$ cat src/tacs_ram.sv
module tacs_ram #(
  parameter int WIDTH = 8,
  parameter int DEPTH = 256
) (
  input  logic                     clk,
  input  logic                     we,
  input  logic [$clog2(DEPTH)-1:0] addr,
  input  logic [WIDTH-1:0]         wdata,
  output logic [WIDTH-1:0]         rdata
);

  logic [WIDTH-1:0] mem [DEPTH];

  always_ff @(posedge clk) begin
    if (we) begin
      mem[addr] <= wdata;
    end
    rdata <= mem[addr];
  end

endmodule

$ cat config.mk
export PLATFORM = sky130hd
export DESIGN_NAME = tacs_ram
export DESIGN_NICKNAME = d
export VERILOG_FILES = /design/src/tacs_ram.sv
export SDC_FILE = /design/constraint.sdc
export NUM_CORES = 2
export LEC_CHECK = 0
export BUFFER_PORTS_ARGS = -buffer_cell sky130_fd_sc_hd__buf_2
export CAP_MARGIN = 0
export CORE_ASPECT_RATIO = 2
export CORE_MARGIN = 2
export CORE_UTILIZATION = 55
export CTS_CLUSTER_SIZE = 12
export DETAILED_ROUTE_END_ITERATION = 10
export PLACE_DENSITY_LB_ADDON = 0.3
export SETUP_SLACK_MARGIN = 0.1
export SKIP_LAST_GASP = 1
export SLEW_MARGIN = 20
export SYNTH_ARGS = -nofsm -noshare
export SYNTH_HDL_FRONTEND = slang
export SYNTH_SLANG_ARGS = --single-unit
$ cat constraint.sdc
create_clock -name clk -period 6.7 [get_ports clk]
set_clock_uncertainty 0.15 [all_clocks]
set_input_delay 2.01 -clock clk [delete_from_list [all_inputs] [get_ports clk]]
set_output_delay 2.01 -clock clk [all_outputs]
set_load 0.05 [all_outputs]
## Yosys cells after proc, flatten, opt, wreduce, memory -nomap -nowiden

Memory sizes are Yosys's and may differ from the RTL's. A register that Yosys moved wholly into a read port is not among the register bits.
Index checks and enable logic that the tools add are counted.

- Bits in registers: 0
- Memory bits (writable): 2048
- Input port bits: 18
- Output and inout bits: 8
- Logic and storage cells: 3
- Memories: 1

Memories:

| name | words | bits a word | rd ports | clocked after Yosys merged registers in | write ports | RTL line | text |
|---|---|---|---|---|---|---|---|
| mem | 256 | 8 | 1 | 1 | 1 | 12 | `logic [WIDTH-1:0] mem [DEPTH];` |

- Multiplexer cells: 2

Operator list:

| kind | number |
|---|---|
| $mux W1 | 2 |

## Depth between registers and ports, before layout

- Depth after elaboration: 2
- Gate-level depth with buffers: 10
- Depth with buffers taken out: 5

## Worst setup path before layout

No wires, ideal clock.

- Path kind: input -> register
- From: in addr[1]
- To: mem mem[111][0] (enable)
- Library setup time: 0.370 ns
- Arrival time: 3.859 ns
- Required time: 6.180 ns
- Slack: 2.321 ns
- Stages: 9
- Buffers on the path: 5
- Path through: buf_2 -> clkbuf_1 -> clkbuf_1 -> nand2_1 -> buf_2 -> nor2_1 -> nand2_1 -> clkbuf_1 -> nor2_1

RTL lines:

| element | RTL line | text |
|---|---|---|
| from (decl) | 7 | `input logic [$clog2(DEPTH)-1:0] addr,` |
| to (decl) | 12 |  |

No word-level cell before the write port.

==> insert_results.sql <==
INSERT INTO impl_metrics (metric_group, metric, value, unit) VALUES
('cells_and_area', 'drive_gt1_frac', '0.243', ''),
('clock_network', 'hold_buf_cts', '0', ''),
('routing', 'route.vias.total', '37000', ''),
('global_route', 'globalRouteTotalUtil', '0.263', ''),
('setup_path', 'worstPathArrival', '5570', 'ps'),
('clock_network', 'post-cts-setup-buffer-count', '0', ''),
('clock_network', 'post_cts_resized', '0', ''),
('yosys', 'yosys_register_bits', '2056', ''),
('clock_network', 'root_buffer', 'clkbuf_16', ''),
('routing', 'avgRoutedWirePerCell', '34.0', 'um'),
('floorplanning', 'design.core.area', '0.142', 'mm^2'),
('placed_design', 'placedInstanceArea', '0.0815', 'mm^2'),
('cells_and_area', 'layout.nets', '3701', ''),
('clock_network', 'tritoncts', 'built', ''),
('timing', 'period_minus_slack', '5040', 'ps'),
('yosys', 'primary_flip_flop_cell_chosen_by_synthesis_mapping', 'edfxtp_1', ''),
('routing', 'dr.first_iter.drc_count', '3972', ''),
('timing', 'rsz0062_at_grt', 'no', ''),
('routing', 'tritonroute_pass_1_iters', '6', ''),
('setup_path', 'path_max_fanout', '51', ''),
('setup_path', 'worstPathRequired', '7230', 'ps'),
('clock_network', 'cts_htree_levels', '4', ''),
('routing', 'drcViolationCount', '0', ''),
('cells_and_area', 'final_area', '0.0866', 'mm^2'),
('floorplanning', 'initial_core_util', '0.552', ''),
('routing', 'drt_wl_total', '190000', 'um'),
('timing', 'setup_viol', '0', ''),
('placed_design', 'gp_congestion', '0.875', ''),
('timing', 'hold_viol', '0', ''),
('timing', 'hold_ws', '825', 'ps'),
('setup_path', 'worst_setup_path_end_kind', 'flop', ''),
('pwr', 'peakVddDrop', '200', 'uV'),
('clock_network', 'cts_inserted_buffers', '197', ''),
('yosys', 'syn_avg_cell_area', '22.1', 'um^2'),
('yosys', 'synth_enable_flop_cells', '2048', ''),
('floorplanning', 'die_width', '271', 'um'),
('clock_network', 'clk_pin_slew_worst_paths', '60', 'ps'),
('global_route', 'grt_first_pass_wirelength', '274000', 'um'),
('placed_design', 'dp_hpwl', '119000', 'um'),
('routing', 'postRouteAntennaNets', '0', ''),
('timing', 'maxClockFrequency', '198', 'MHz'),
('yosys', 'postSynth.asyncResetShare', '0', ''),
('global_route', 'grt_start_max_net_pins', '169', ''),
('timing', 'post-route-period-util', '0.752', ''),
('yosys', 'synth_sequential_area_ratio', '0.786', ''),
('clock_network', 'tritoncts_num_sinks', '2056', ''),
('pwr', 'cellLeakagePower', '0.0261', 'uW'),
('run_status', 'status', 'completed', ''),
('timing', 'timing.slew.headroom', '0.174', ''),
('setup_path', 'timing.setup.critical_path_class', 'in -> reg', ''),
('yosys', 'synthesis.nets', '3565', ''),
('global_route', 'globalRouteOverflowTotal', '0', ''),
('floorplanning', 'rows', '196', ''),
('yosys', 'synthesis.yosys.warnings', '0', ''),
('global_route', 'grt_antenna_before_repair', '9', ''),
('hold_path', 'hold_path_class', 'reg -> reg', ''),
('setup_path', 'critical_path_launch_point_type', 'input pin', ''),
('pwr', 'p_per_area', '289', 'mW/mm^2'),
('yosys', 'syn_inst', '3547', ''),
('yosys', 'post_synthesis_cell_area', '0.0785', 'mm^2'),
('flow_run', 'max_cap_violations', '0', ''),
('timing', 'maxSlewViolCount', '0', ''),
('timing', 'setup_total_negative_slack', '0', 'ps'),
('placed_design', 'placement.io_buffers', '25', ''),
('clock_network', 'cts_buffer_depth', '4', ''),
('floorplanning', 'die-height', '538', 'um'),
('global_route', 'number_of_global_route_vias_before_repair', '39000', ''),
('routing', 'viasPerCell', '6.61', ''),
('floorplanning', 'dieArea', '0.146', 'mm^2'),
('yosys', 'synth.distinct_cells', '22', ''),
('cells_and_area', 'flow.area_growth_from_synthesis', '10.4', '%'),
('clock_network', 'clkLatencyLatePin', '820', 'ps'),
('floorplanning', 'num_io_pins', '26', ''),
('timing', 'tightestPinTransition', '1240', 'ps'),
('cells_and_area', 'fillCellCount', '9553', '');
-- kinds of logic (layout without fill, tap and decap cells) --
| family | count (synthesis) | after routing | synth area share |
|---|---|---|---|
| buffers and inverters | 233 | 396 | 0.0140 |
| other | 0 | 4 | 0 |
| flip-flops | 2056 | 2056 | 0.786 |
| AO/OA/AOI/OAI | 416 | 416 | 0.0362 |
| multiplexers | 512 | 512 | 0.147 |
| AND/OR/NAND/NOR | 330 | 330 | 0.0173 |
-- state kept, by name (all words and copies together) (netlist names) --
register  cells
mem        2048
rdata         8
-- critical path, stage by stage --
cell     delay, ps
buf_8          530
buf_4          470
buf_12         310
mux4_2         560
a22oi_1        350
a21oi_1        220
o41ai_1        730
buf_4          230
nand4_1         80
-- stage by stage --
| step | utilization | total power [uW] | cells | setup WS [ps] |
|---|---|---|---|---|
| floorplan | - | 15100 | 3547 | 2320 |
| global placement | 0.572 | 15700 | 5360 | -116 |
| detailed placement | 0.573 | 15700 | 5365 | 892 |
| CTS | 0.609 | 25200 | 5591 | 1700 |
| global route | 0.609 | 25600 | 5592 | 1540 |
| finish | 0.609 | 25100 | 5595 | 1660 |
-- per-layer routing --
| layer | routed length, um | part of all wire | track usage |
|---|---|---|---|
| met1 | 60400 | 0.32 | 0.288 |
| met2 | 103000 | 0.54 | 0.470 |
| met3 | 12100 | 0.064 | 0.0411 |
| met4 | 14600 | 0.077 | 0.172 |
| met5 | 62 | 0.00033 | 0 |
-- power by group --
group | switching [uW] | internal (uW)
sequential | 23.6 | 14200
combinational | 804 | 411
clock | 4330 | 5320
total | 5160 | 19900
-- path summary, 6_finish.rpt --
path                              start          endpoint  slack [ps]  cells past startpoint
setup / recovery                addr[0]  rdata[7]$_DFF_P_        1660                      9
hold / removal      mem[0][5]$_DFFE_PP_  rdata[5]$_DFF_P_         820                      5
setup reg to reg  mem[115][6]$_DFFE_PP_  rdata[6]$_DFF_P_        3810                      5
hold reg to reg     mem[0][5]$_DFFE_PP_  rdata[5]$_DFF_P_         820                      5
-- final cells by class --
type | instances | area (um^2) | area share
clock inverters | 2 | 46.3 | 0.000534
diodes | 4 | 10.0 | 0.000116
repair buffers | 169 | 1620 | 0.0187
clock buffers | 224 | 5090 | 0.0588
well taps | 1881 | 2350 | 0.0272
multi-input cells | 1258 | 15800 | 0.183
inverters | 1 | 3.75 | 0.0000433
flip-flops and latches | 2056 | 61700 | 0.712
-- placed cells by master, fill, tap and decap left out, drive strengths merged --
cell type  count
buf          161
clkinv         1
o41ai         32
inv            1
and2           3
a21oi        128
nand3         13
nand4          8
a22oi        256
mux4         512
nand2b         6
or2            2
diode          4
bufinv         1
or3            1
clkbuf       232
nor2         232
dfxtp          8
edfxtp      2048
nand2         28
nor2b          7
nor3          30
-- Yosys cell counts, types with 13 or more instances --
cell type / instances / area, um^2
edfxtp_1: 2048 / 61500
mux4_2: 512 / 11500
a22oi_1: 256 / 1920
nor2_1: 232 / 871
clkbuf_1: 145 / 544
a21oi_1: 128 / 641
buf_2: 36 / 180
o41ai_1: 32 / 280
nor3_1: 30 / 150
nand2_1: 28 / 105
buf_1: 19 / 71.3
buf_4: 16 / 120
buf_6: 16 / 180
nand3_1: 13 / 65.1
No activity file was read; power rests on OpenSTA's default activity.
